===== config.mk =====
export PLATFORM = sky130hd
export DESIGN_NAME = dsob_ram
export DESIGN_NICKNAME = d
export VERILOG_FILES = /design/src/rtl/detuned_saw_oscillator_bank_top_macros.svh /design/src/rtl/dsob_pkg.sv /design/src/rtl/dsob_ram.sv
export SDC_FILE = /design/constraint.sdc
export NUM_CORES = 1
export LEC_CHECK = 0
export ABC_CLOCK_PERIOD_IN_PS = 2900
export BUFFER_PORTS_ARGS = -buffer_cell sky130_fd_sc_hd__buf_4
export CAP_MARGIN = 10
export CORE_ASPECT_RATIO = 1.5
export CORE_MARGIN = 2
export CORE_UTILIZATION = 54
export DETAILED_ROUTE_END_ITERATION = 8
export GPL_TIMING_DRIVEN = 0
export PLACE_DENSITY_LB_ADDON = 0.05
export SLEW_MARGIN = 20
export SYNTH_ARGS = -nofsm -noshare
export SYNTH_HDL_FRONTEND = slang
export SYNTH_SLANG_ARGS = --single-unit

===== constraint.sdc =====
create_clock -name clk_i -period 2.9 [get_ports clk_i]
set_input_delay 0.58 -clock clk_i [delete_from_list [all_inputs] [get_ports clk_i]]
set_output_delay 0.58 -clock clk_i [all_outputs]
set_load 0.01 [all_outputs]

===== src/rtl/detuned_saw_oscillator_bank_top_macros.svh =====
// ----------------------------------------------------------------------------
// Supersaw oscillator bank assertion macros
// Shared concurrent assertion wrappers, sampled on clk_i, off during reset.
// ----------------------------------------------------------------------------
`ifndef DETUNED_SAW_OSCILLATOR_BANK_TOP_MACROS_SVH
`define DETUNED_SAW_OSCILLATOR_BANK_TOP_MACROS_SVH

// consequent checked in the same cycle
`define DSOB_ASSERT_SAME(label, ante, cons, msg) \
  label: assert property (@(posedge clk_i) disable iff (!rst_ni) (ante) |-> (cons)) \
    else $error(msg);

// consequent checked in the next cycle
`define DSOB_ASSERT_NEXT(label, ante, cons, msg) \
  label: assert property (@(posedge clk_i) disable iff (!rst_ni) (ante) |=> (cons)) \
    else $error(msg);

`endif


===== src/rtl/dsob_pkg.sv =====
// ----------------------------------------------------------------------------
// Supersaw oscillator bank package
// Shared constants, coefficient tables, codes and the seed LFSR step.
// ----------------------------------------------------------------------------
`timescale 1ns / 1ps

package dsob_pkg;

  localparam int VOICES         = 7;
  localparam int PHASE_BITS_DEF = 24;
  localparam int ADDR_W         = $clog2(VOICES);
  localparam int CNT_W          = $clog2(2 * VOICES);

  localparam int CMD_W    = 2;
  localparam int STEP_W   = 24;
  localparam int VOL_W    = 8;
  localparam int SEED_W   = 16;
  localparam int POT_W    = 24;
  localparam int SAMPLE_W = 24;
  localparam int COEF_W   = 17;

  localparam logic [POT_W-1:0]  POT_MAX     = 24'hFFFFFF;
  localparam logic [POT_W-1:0]  DECAY_LIMIT = 24'd21;
  localparam logic [16:0]       LEAK_MUL    = 17'd107374;
  localparam logic [31:0]       DECAY_MUL   = 32'd4294537800;
  localparam logic [SEED_W-1:0] LFSR_TAPS   = 16'hB400;
  localparam logic [SEED_W-1:0] ZERO_SEED   = 16'hACE1;

  // detune ratios, Q1.16
  localparam logic [COEF_W-1:0] DETUNE [VOICES] = '{
    17'd63767, 17'd64618, 17'd65339, 17'd65536, 17'd65798, 17'd66650, 17'd67240
  };

  // voice gains, Q1.15 (center voice is exactly 1.0)
  localparam logic signed [COEF_W-1:0] GAIN [VOICES] = '{
    17'sd8520, 17'sd15729, 17'sd24904, 17'sd32768, 17'sd24248, 17'sd17039, 17'sd7864
  };

  // right channel phase offset j*0.37 cycle, Q0.32, wrapped
  localparam logic [31:0] RIGHT_OFS [VOICES] = '{
    32'd0, 32'd1589137900, 32'd3178275800, 32'd472446404,
    32'd2061584304, 32'd3650722204, 32'd944892808
  };

  typedef enum logic [CMD_W-1:0] {
    CMD_TICK     = 2'd0,
    CMD_NOTE_ON  = 2'd1,
    CMD_NOTE_OFF = 2'd2
  } cmd_e;

  typedef enum logic [2:0] {
    ST_IDLE,
    ST_SEED,
    ST_TICK,
    ST_FINAL,
    ST_EMIT
  } state_e;

  // eight Galois LFSR steps; two calls make one start phase
  function automatic logic [SEED_W-1:0] lfsr_adv8(input logic [SEED_W-1:0] s);
    logic [SEED_W-1:0] v;
    v = s;
    for (int k = 0; k < 8; k++) begin
      if (v[0]) begin
        v = (v >> 1) ^ LFSR_TAPS;
      end else begin
        v = v >> 1;
      end
    end
    return v;
  endfunction

endpackage


===== src/rtl/dsob_ram.sv =====
// ----------------------------------------------------------------------------
// Generic simple dual-port RAM
// One write port, one read port, registered read data.
// ----------------------------------------------------------------------------
`timescale 1ns / 1ps

module dsob_ram #(
  parameter int WIDTH = dsob_pkg::PHASE_BITS_DEF,
  parameter int DEPTH = dsob_pkg::VOICES,
  localparam int AW   = $clog2(DEPTH)
) (
  input  logic             clk_i,
  input  logic             we_i,
  input  logic [AW-1:0]    waddr_i,
  input  logic [WIDTH-1:0] wdata_i,
  input  logic             re_i,
  input  logic [AW-1:0]    raddr_i,
  output logic [WIDTH-1:0] rdata_o
);

  logic [WIDTH-1:0] mem [DEPTH];
  logic [WIDTH-1:0] rdata_q;

  always_ff @(posedge clk_i) begin
    if (we_i) begin
      mem[waddr_i] <= wdata_i;
    end
    if (re_i) begin
      rdata_q <= mem[raddr_i];
    end
  end

  assign rdata_o = rdata_q;

endmodule


Word-level counts from Yosys, hierarchy flattened
Memory sizes are Yosys's and may differ from the RTL's. A register that Yosys moved wholly into a read port is not among the register bits.
Index checks and enable logic that the tools add are counted.
W data, S select, Z words.
{"block": "op_classes", "mux": 2}
{"cell": "$mux W1", "count": 2}
{"block": "totals", "ff_bits": 0, "word_cells": 3, "inputBits": 33, "memories": 1, "output_inout_bits": 24, "mem_bits_rw": 168}
{"memory": "mem", "depth": 7, "width": 24, "rd": 1, "rd_ports_with_merged_regs": 1, "wr": 1, "line_no": "dsob_ram.sv:21", "text": "logic [WIDTH-1:0] mem [DEPTH];"}

Depth between registers and ports, before layout
Gate-level depths: netlist of run 1.
{"block": "depth", "ltp_word": 2, "ltp_mapped": 5, "ltp_nobuf": 3}

Worst setup path before layout of run 1
OpenSTA, ideal clock, no wires.
{"block": "synth_timing", "path_kind": "input-to-reg", "startpoint": "input waddr_i[0]", "endpoint": "memory mem[0][0] in the netlist's numbering, enable pin", "setup_ns": 0.435, "path_stages": 2, "required_time_ns": 2.465, "t_arrival_ns": 2.430, "slack_ns": 0.035, "path_buffers": 0, "cell_sequence": "nand2b_1 -> nor3_1"}
{"item": "start: declaration", "line_no": "dsob_ram.sv:14", "text": "input logic [AW-1:0] waddr_i,"}
{"item": "end: declaration", "line_no": "dsob_ram.sv:21"}
Straight into the memory's write port.

Worst setup path in the final report of run 1
{"block": "layout_timing", "startpoint": "input waddr_i[0]", "endpoint": "memory mem[0][5] in the netlist's numbering, enable pin"}
Straight into the memory's write port.

==> reports/metrics.yaml, run 1 <==
global_routing:
  grt-busiest-layer: "met2"
  grt_max_degree: 25
  grt_pass1_wl_um: 22300
  use_met1_pct: 25.2
  gr-usage-all-layers_pct: 20.7
  antenna_found_initial: 0
  grt_pass1_vias: 3913
  grt-ovfl-total: 0
  grt_use_met3_pct: 4.06
  use_met2_pct: 36.7
power:
  powerDensity_nw_per_um2: 655
  p_leak_uw: 0.00318
  total_power_uw: 5920
  ir_drop_uv: 384
clock_network:
  clock_path_buffers: 2
  postCtsSetupBuffers: 0
  clkSlewWorstSetupHoldPaths_ns: 0.07
  htreeDepth: 4
  hold_buffers: 0
  cts_buffers: 17
  cts_root_buffer: "clkbuf_16"
  tritoncts: "yes"
  clk_latency_ns: 0.42
  cts.sink_count: 192
  cts_resized: 0
synthesis:
  netlist_area_um2: 7620
  synth_edf_count: 192
  yosysTopAreaCellShare_pct: 75.6
  postSynthCellCount: 373
  synth_top_area_cell: "edfxtp_1"
  ys_warn_count: 0
  yosysSeqAreaShare_pct: 75.6
  syn-num-nets: 406
  avgSynthCellArea_um2: 20.4
  ys.flop_type: "edfxtp_1"
  synth_cell_type_count: 18
  synth_area_leaders: "edfxtp_1, mux2i_1, mux2_4"
  ys_async_sr_fraction_pct: 0
  synth-seq-cells: 192
floorplanning:
  initial_utilization_pct: 54.7
  die_area_um2: 15100
  rows: 53
  die_w_um: 101
  io_pins: 57
  core_area_um2: 13900
  die_height_um: 150
finish:
  antennaDiodeCount: 0
  final_cells: 634
  drive_gt1_share_pct: 39.2
  fin_nets: 489
  area_growth_pct: 18.6
  fillers: 972
worst_hold_path:
  holdPathEnd: "mem[5][13]"
  whs_path_depth: 1
  hp-class: "in2reg"
  hold_start: "wdata_i[13]"
critical_path:
  r2r_setup_slack_ns: 1.65
  r2r_start: "mem[3][0]"
  cp-start-kind: "primary input"
  crit_arrival_ns: 1.95
  path_max_fanout: 7
  path_class: "in2reg"
  cp_data_required_time_ns: 3.02
  end_kind: "flop"
  timing.rr.end: "rdata_o[0]"
  worst-r2r-cell-count: 3
timing:
  finalSetupViolations: 0
  min_period_over_period_pct: 63.1
  period_needed_ns: 1.83
  relSlewSlack_pct: 46.1
  timing.fmax_mhz: 547
  rsz0062_at_grt: "false"
  worst_slew_pin_slew_ns: 0.808
  clock_skew_ns: 0.00833
  drv_slew: 0
  holdWs_ns: 0.383
  finalHoldViolCount: 0
  setup-tns-final_ns: 0
routing:
  route.vias.total: 3636
  route.detailed.drc: 0
  wl_per_cell_um: 22.7
  via_per_inst: 5.74
  antenna_left: 0
  first_iter_violations: 221
  drt_wl_total_um: 14400
  dr.pass1.iters: 4
placement:
  port_buffers: 53
  dp.cells: 602
  place_congestion: 0.729
  dpl.hpwl_um: 9440
outcome:
  outcome: "finished, final reports clean"
job:
  drv_cap: 0
where the power goes:
group          total (uW)  leakage, uW  internal, uW  switching [uW]
Combinational         426      0.00114           192             233
Clock                2300     0.000283          1290            1010
Sequential           3190      0.00176          3170            24.2
placed cells by master (no fill, tap or decap), types with 9 or more instances in the layout:
cell / instances
mux2_4: 20
o211ai_2: 20
o221ai_2: 20
buf_4: 63
mux2i_1: 48
buf_6: 9
clkbuf_16: 17
nand2b_1: 28
edfxtp_1: 192
final cells by class:
type	count	area [um2]	area share, %
Tap cell	165	206	2.28
Clock buffer	18	429	4.75
Timing Repair Buffer	64	581	6.42
Clock inverter	14	155	1.72
Buffer	23	199	2.20
Sequential cell	192	5770	63.8
Multi-Input combinational cell	158	1710	18.9
cell families (layout without fill, tap and decap cells):
logic type      after synthesis  count (layout)  synth area share, %
simple gates                 38              38                 2.86
buf+inv                      23             119                 2.61
flops                       192             192                 75.6
compound gates               48              48                 8.07
mux                          72              72                 10.8
Yosys cell counts (2+ instances only):
cell type / number
buf_12: 2
buf_2: 4
buf_4: 6
buf_6: 7
clkbuf_1: 4
edfxtp_1: 192
mux2_2: 4
mux2_4: 20
mux2i_1: 48
nand2_1: 2
nand2b_1: 28
nor2_1: 5
nor3_1: 2
o211ai_1: 4
o211ai_2: 20
o221ai_1: 4
o221ai_2: 20
flip-flops by register name, indices dropped and copies added (netlist names):
name	flops
rdata_o	24
mem	168
worst max-delay path, cell delays in order:
cell	delay, ns
buf_4	0.11
nand2b_1	0.28
nor3_2	0.65
buf_4	0.32
metrics by stage:
step / util [%] / instance area [um2] / worst slack [ns]
floorplan: - / 7620 / 0.0347
global placement: 59.1 / 8230 / -1.95
detailed placement: 60.7 / 8460 / 0.624
CTS: 64.9 / 9040 / 1.07
global route: 64.9 / 9040 / 1.03
finish: 64.9 / 9040 / 1.07
layer usage:
layer,vias to the layer above,wire length (um)
met3,15,544
met2,97,7930
met5,-,0
li1,1677,-
met1,1847,5710
met4,0,214
worst max-delay path by stage:
stage	start	to	slack [ns]
2_1_floorplan	waddr_i[0]	mem[0][0]	0.03
3_3_place_gp	waddr_i[0]	mem[0][3]	-1.95
3_5_place_dp	waddr_i[0]	mem[0][3]	0.62
4_1_cts	waddr_i[0]	mem[0][6]	1.07
5_1_grt	waddr_i[0]	mem[0][5]	1.03
6_report	waddr_i[0]	mem[0][5]	1.07
Note: power is estimated with default switching activity, not from simulation.
==> inputs of run 2 (changes only) <==
--- a/config.mk
+++ b/config.mk
@@ -5,12 +5,12 @@
 export SDC_FILE = /design/constraint.sdc
 export NUM_CORES = 1
 export LEC_CHECK = 0
-export ABC_CLOCK_PERIOD_IN_PS = 2900
+export ABC_CLOCK_PERIOD_IN_PS = 1700
 export BUFFER_PORTS_ARGS = -buffer_cell sky130_fd_sc_hd__buf_4
 export CAP_MARGIN = 10
 export CORE_ASPECT_RATIO = 1.5
 export CORE_MARGIN = 2
-export CORE_UTILIZATION = 54
+export CORE_UTILIZATION = 59
 export DETAILED_ROUTE_END_ITERATION = 8
 export GPL_TIMING_DRIVEN = 0
 export PLACE_DENSITY_LB_ADDON = 0.05
==> constraint.sdc (replaced) <==
create_clock -name clk_i -period 1.7 [get_ports clk_i]
set_input_delay 0.34 -clock clk_i [delete_from_list [all_inputs] [get_ports clk_i]]
set_output_delay 0.34 -clock clk_i [all_outputs]
set_load 0.01 [all_outputs]
==> reports/metrics.yaml, run 2 (same netlist as run 1, synthesis figures left out) <==
outcome:
  outcome: "finished, final reports clean"
worst_hold_path:
  hp-class: "in2reg"
placement:
  dpl.hpwl_um: 9080
  place_congestion: 0.719
  port_buffers: 53
  dpl_cell_area_um2: 8460
  dp_slack_ns: -0.401
critical_path:
  cp.buffers_inverters: 2
  critical-path-max-stage-delay_ns: 0.50
  cp_top_family: "simple AND/OR/NAND/NOR gates"
  path_cells: "buf_4, nand2b_1, nor2_4, buf_16"
  crit_arrival_ns: 1.50
  end_kind: "flop"
  path_max_fanout: 14
  path_class: "in2reg"
  cp-start-kind: "primary input"
  critPathSlowestCell: "nor2_4"
  cp_data_required_time_ns: 1.82
floorplanning:
  core_area_um2: 12600
  rows: 50
  die_w_um: 96.8
  io_pins: 57
  die_area_um2: 13900
  initial_utilization_pct: 60.6
  die_height_um: 143
global_routing:
  grt_max_degree: 25
  antenna_found_initial: 0
  use_met1_pct: 26.1
  use_met2_pct: 38.6
  grt_use_met3_pct: 3.82
  gr-usage-all-layers_pct: 21.5
  grt_pass1_vias: 3875
  grt-busiest-layer: "met2"
  grt-ovfl-total: 0
  grt_pass1_wl_um: 21600
finish:
  final_area_um2: 9060
  final_cell_mix: "edfxtp_1, buf_4, mux2i_1"
  area_growth_pct: 18.8
  seqCellArea_um2: 5770
  antennaDiodeCount: 0
  multi_input_area_um2: 1720
  drive_gt1_share_pct: 39.1
  final_util_pct: 72.0
  fillers: 775
  regMostFlops: "mem"
  final_common_cell: "edfxtp_1"
  largest_reg_flops: 168
  fin_nets: 488
power:
  ir_drop_uv: 764
  p_leak_uw: 0.00318
  total_power_uw: 10100
  powerDensity_nw_per_um2: 1110
routing:
  route.vias.total: 3678
  dr.pass1.iters: 4
  first_iter_violations: 223
  antenna_left: 0
  route.detailed.drc: 0
  wl_per_cell_um: 22.7
  via_per_inst: 5.89
  drt_wl_total_um: 14200
timing:
  period_needed_ns: 1.38
  worst_slew_pin_slew_ns: 0.877
  relSlewSlack_pct: 41.5
  finalHoldViolCount: 0
  rsz0062_at_grt: "false"
  timing.final.ws_setup_ns: 0.318
  drv_slew: 0
  timing.fmax_mhz: 723
  min_period_over_period_pct: 81.3
  finalSetupViolations: 0
  clock_skew_ns: 0.00732
clock_network:
  htreeDepth: 4
  clock_path_buffers: 2
  cts_buffers: 17
  cts_root_buffer: "clkbuf_16"
  cts_resized: 0
  clk_latency_ns: 0.41
  clkSlewWorstSetupHoldPaths_ns: 0.07
  cts.sink_count: 192
  tritoncts: "yes"
job:
  drv_cap: 0
[run 2: layout make-up]
cell class,instances,share of cell area [%]
clock buffers,19,4.78
multi-input cells,158,19.0
plain buffers,23,2.20
well taps,156,2.15
flip-flops and latches,192,63.7
repair buffers,63,6.53
clock inverters,13,1.70
[run 2: worst paths after layout]
check	endpoint	from	slack [ns]	depth (start not counted)
max	mem[4][10]	waddr_i[0]	0.32	4
min	mem[5][15]	wdata_i[15]	0.15	1
max reg2reg	rdata_o[23]	mem[3][23]	0.48	3
min reg2reg	rdata_o[22]	mem[5][22]	0.62	2
[run 2: timing repair]
item	in CTS	in global routing
buffers inserted	0	2
hold buffers	0	0
endpoints found under the setup margin	0	4
[run 2: per-layer routing]
metal / vias up / routed length, um / share of wire [%]
met5: - / 0 / 0
met2: 87 / 7710 / 54
met1: 1893 / 5780 / 41
li1: 1676 / - / -
met3: 22 / 419 / 3.0
met4: 0 / 259 / 1.8
[run 2: through the flow]
step,TNS (ns),cells,hold slack [ns]
6_report,0,624,0.146
2_1_floorplan,-25.06,373,0.439
3_5_place_dp,-12.79,590,0.566
3_3_place_gp,-155.53,582,0.560
4_1_cts,0,622,0.132
5_1_grt,0,624,0.131
[run 2: worst reg2reg max path, stage by stage (launching register included)]
cell and delay [ns]:
edfxtp_1 0.36, mux2_2 0.27, o211ai_1 0.17, o221ai_1 0.14
[run 2: report_power, final]
group,switching [uW],leakage (uW),internal (uW)
Clock,1700,0.000278,2200
Sequential,42.7,0.00176,5410
Combinational,399,0.00114,330
==> inputs of run 3 (changes only) <==
--- a/config.mk
+++ b/config.mk
@@ -5,12 +5,13 @@
 export SDC_FILE = /design/constraint.sdc
 export NUM_CORES = 1
 export LEC_CHECK = 0
-export ABC_CLOCK_PERIOD_IN_PS = 1700
+export ABC_AREA = 1
+export ABC_CLOCK_PERIOD_IN_PS = 1400
 export BUFFER_PORTS_ARGS = -buffer_cell sky130_fd_sc_hd__buf_4
 export CAP_MARGIN = 10
 export CORE_ASPECT_RATIO = 1.5
 export CORE_MARGIN = 2
-export CORE_UTILIZATION = 59
+export CORE_UTILIZATION = 60
 export DETAILED_ROUTE_END_ITERATION = 8
 export GPL_TIMING_DRIVEN = 0
 export PLACE_DENSITY_LB_ADDON = 0.05
==> constraint.sdc (replaced) <==
create_clock -name clk_i -period 1.4 [get_ports clk_i]
set_input_delay 0.28 -clock clk_i [delete_from_list [all_inputs] [get_ports clk_i]]
set_output_delay 0.28 -clock clk_i [all_outputs]
set_load 0.01 [all_outputs]
==> reports/metrics.yaml, run 3 <==
timing:
  period_needed_ns: 1.26
  timing.fmax_mhz: 795
  holdWs_ns: 0.0858
  finalSetupViolations: 0
  relSlewSlack_pct: 59.9
  timing.final.ws_setup_ns: 0.142
  clock_skew_ns: 0.00625
  min_period_over_period_pct: 89.9
  worst_slew_pin_slew_ns: 0.601
  rsz0062_at_grt: "false"
  finalHoldViolCount: 0
  drv_slew: 0
synthesis:
  synth_top_cells_by_count: "nand2_1, edfxtp_1, inv_1"
  ys.flop_type: "edfxtp_1"
  netlist_area_um2: 7880
  synth_cell_type_count: 14
  synth_area_leaders: "edfxtp_1, nand2_1, nand3_1"
  syn-num-nets: 707
  synth-seq-cells: 192
  ys_warn_count: 0
  ys_async_sr_fraction_pct: 0
  post-synth-top-count-cell: "nand2_1"
  postSynthCellCount: 674
  avgSynthCellArea_um2: 11.7
  synth_compound_area_share_pct: 0
  synth_xor_area_share_pct: 0
  yosysSeqAreaShare_pct: 73.2
  synth_edf_count: 192
  synth_top_family_by_area: "simple AND/OR/NAND/NOR gates"
  yosysTopAreaCellShare_pct: 73.2
  synthAdderAreaFrac_pct: 0
  yosys.area_share.simple_pct: 18.9
  muxShareOfSynthArea_pct: 0
  synth_top_area_cell: "edfxtp_1"
placement:
  dpl.hpwl_um: 11500
  place_congestion: 0.786
  dp_slack_ns: -0.450
  dp.cells: 895
  port_buffers: 54
  dpl_cell_area_um2: 8760
clock_network:
  clock_path_buffers: 2
  tritoncts: "yes"
  cts_root_buffer: "clkbuf_16"
  hold_buffers: 0
  htreeDepth: 4
  cts_buffers: 17
  clk_latency_ns: 0.42
  cts.sink_count: 192
  cts_resized: 0
  clkSlewWorstSetupHoldPaths_ns: 0.07
critical_path:
  path_class: "reg2out"
  cp_top_family: "flip-flops"
  crit_arrival_ns: 0.98
  cp-start-kind: "flop"
  end_kind: "primary output"
  critical-path-max-stage-delay_ns: 0.40
  path_max_fanout: 1
  cp_data_required_time_ns: 1.12
  critPathSlowestCell: "edfxtp_1"
  r2r_start: "mem[6][0]"
  timing.rr.end: "rdata_o[0]"
  path_cells: "buf_4"
  cp.buffers_inverters: 1
  worst-r2r-cell-count: 3
  r2r_setup_slack_ns: 0.32
finish:
  final_util_pct: 72.8
  fillers: 886
  largest_reg_flops: 168
  final_area_um2: 9390
  final_cells: 928
  antennaDiodeCount: 0
  regMostFlops: "mem"
  final_cell_mix: "nand2_1, edfxtp_1, inv_1"
  final_common_cell: "nand2_1"
  fin_nets: 790
  drive_gt1_share_pct: 17.3
  area_growth_pct: 19.2
floorplanning:
  initial_utilization_pct: 61.1
  die_height_um: 144
  core_area_um2: 12900
  die_area_um2: 14100
  die_w_um: 97.5
  rows: 51
  io_pins: 57
power:
  powerDensity_nw_per_um2: 1340
  ir_drop_uv: 865
  p_leak_uw: 0.00394
worst_hold_path:
  hold_start: "wdata_i[5]"
  holdPathEnd: "mem[0][5]"
  hp-class: "in2reg"
  whs_path_depth: 1
global_routing:
  grt_pass1_wl_um: 27100
  grt-ovfl-total: 0
  antenna_found_initial: 0
  grt_max_degree: 25
  grt_pass1_vias: 5244
  gr-usage-all-layers_pct: 25.9
outcome:
  outcome: "finished, final reports clean"
routing:
  via_per_inst: 5.39
  route.vias.total: 5004
  drt_wl_total_um: 17400
  antenna_left: 0
  first_iter_violations: 379
  wl_per_cell_um: 18.7
  route.detailed.drc: 0
  dr.pass1.iters: 5
job:
  drv_cap: 0
==> run 3: metal layers <==
metal,vias to the layer above,share of wire (%),GRT usage [%]
li1,2365,-,-
met1,2419,37,29.3
met2,188,56,49.1
met3,32,5.2,3.96
met4,0,2.0,10.3
met5,-,0,0
==> run 3: metrics by stage <==
| step | total power, uW | setup TNS (ns) |
|---|---|---|
| final | 12600 | 0 |
| after global routing | 13000 | 0 |
| after detailed placement | 7670 | -28.49 |
| after global placement | 7590 | -124.15 |
| after floorplan | 7220 | -19.25 |
| after CTS | 12600 | 0 |
==> run 3: timing repair <==
action | 4_1_cts | 5_1_grt
buffers inserted | 0 | 2
pin swaps | 1 | 1
setup endpoints to repair | 8 | 7
gates cloned | 0 | 0
==> run 3: how the worst max path moves through the flow <==
| stage | cells past startpoint | endpoint | slack (ns) | start |
|---|---|---|---|---|
| after global routing | 5 | mem[0][1] | 0.10 | waddr_i[2] |
| final | 1 | rdata_o[9] | 0.14 | rdata_o[9] |
| after detailed placement | 6 | mem[6][23] | -0.45 | waddr_i[0] |
| after global placement | 4 | mem[4][21] | -0.78 | waddr_i[1] |
| after floorplan | 3 | mem[4][0] | -0.15 | waddr_i[1] |
| after CTS | 6 | mem[6][15] | 0.04 | waddr_i[0] |
==> run 3: logic make-up (layout without fill, tap and decap cells) <==
group         Yosys count  after routing
buf+inv               131            226
simple gates          351            351
flops                 192            192
==> run 3: power by group <==
part / internal, uW / switching (uW) / leakage [uW]
Combinational: 350 / 583 / 0.00188
Clock: 2990 / 2050 / 0.000299
Sequential: 6560 / 55.4 / 0.00176
==> run 3: area by class of cell <==
| type | instances | area [um2] | share of cell area [%] |
|---|---|---|---|
| flip-flops and latches | 192 | 5770 | 61.4 |
| multi-input cells | 351 | 1560 | 16.6 |
| repair buffers | 64 | 608 | 6.48 |
| clock buffers | 18 | 429 | 4.57 |
| inverters | 102 | 407 | 4.33 |
| plain buffers | 29 | 231 | 2.47 |
| well taps | 159 | 199 | 2.12 |
| clock inverters | 13 | 185 | 1.97 |
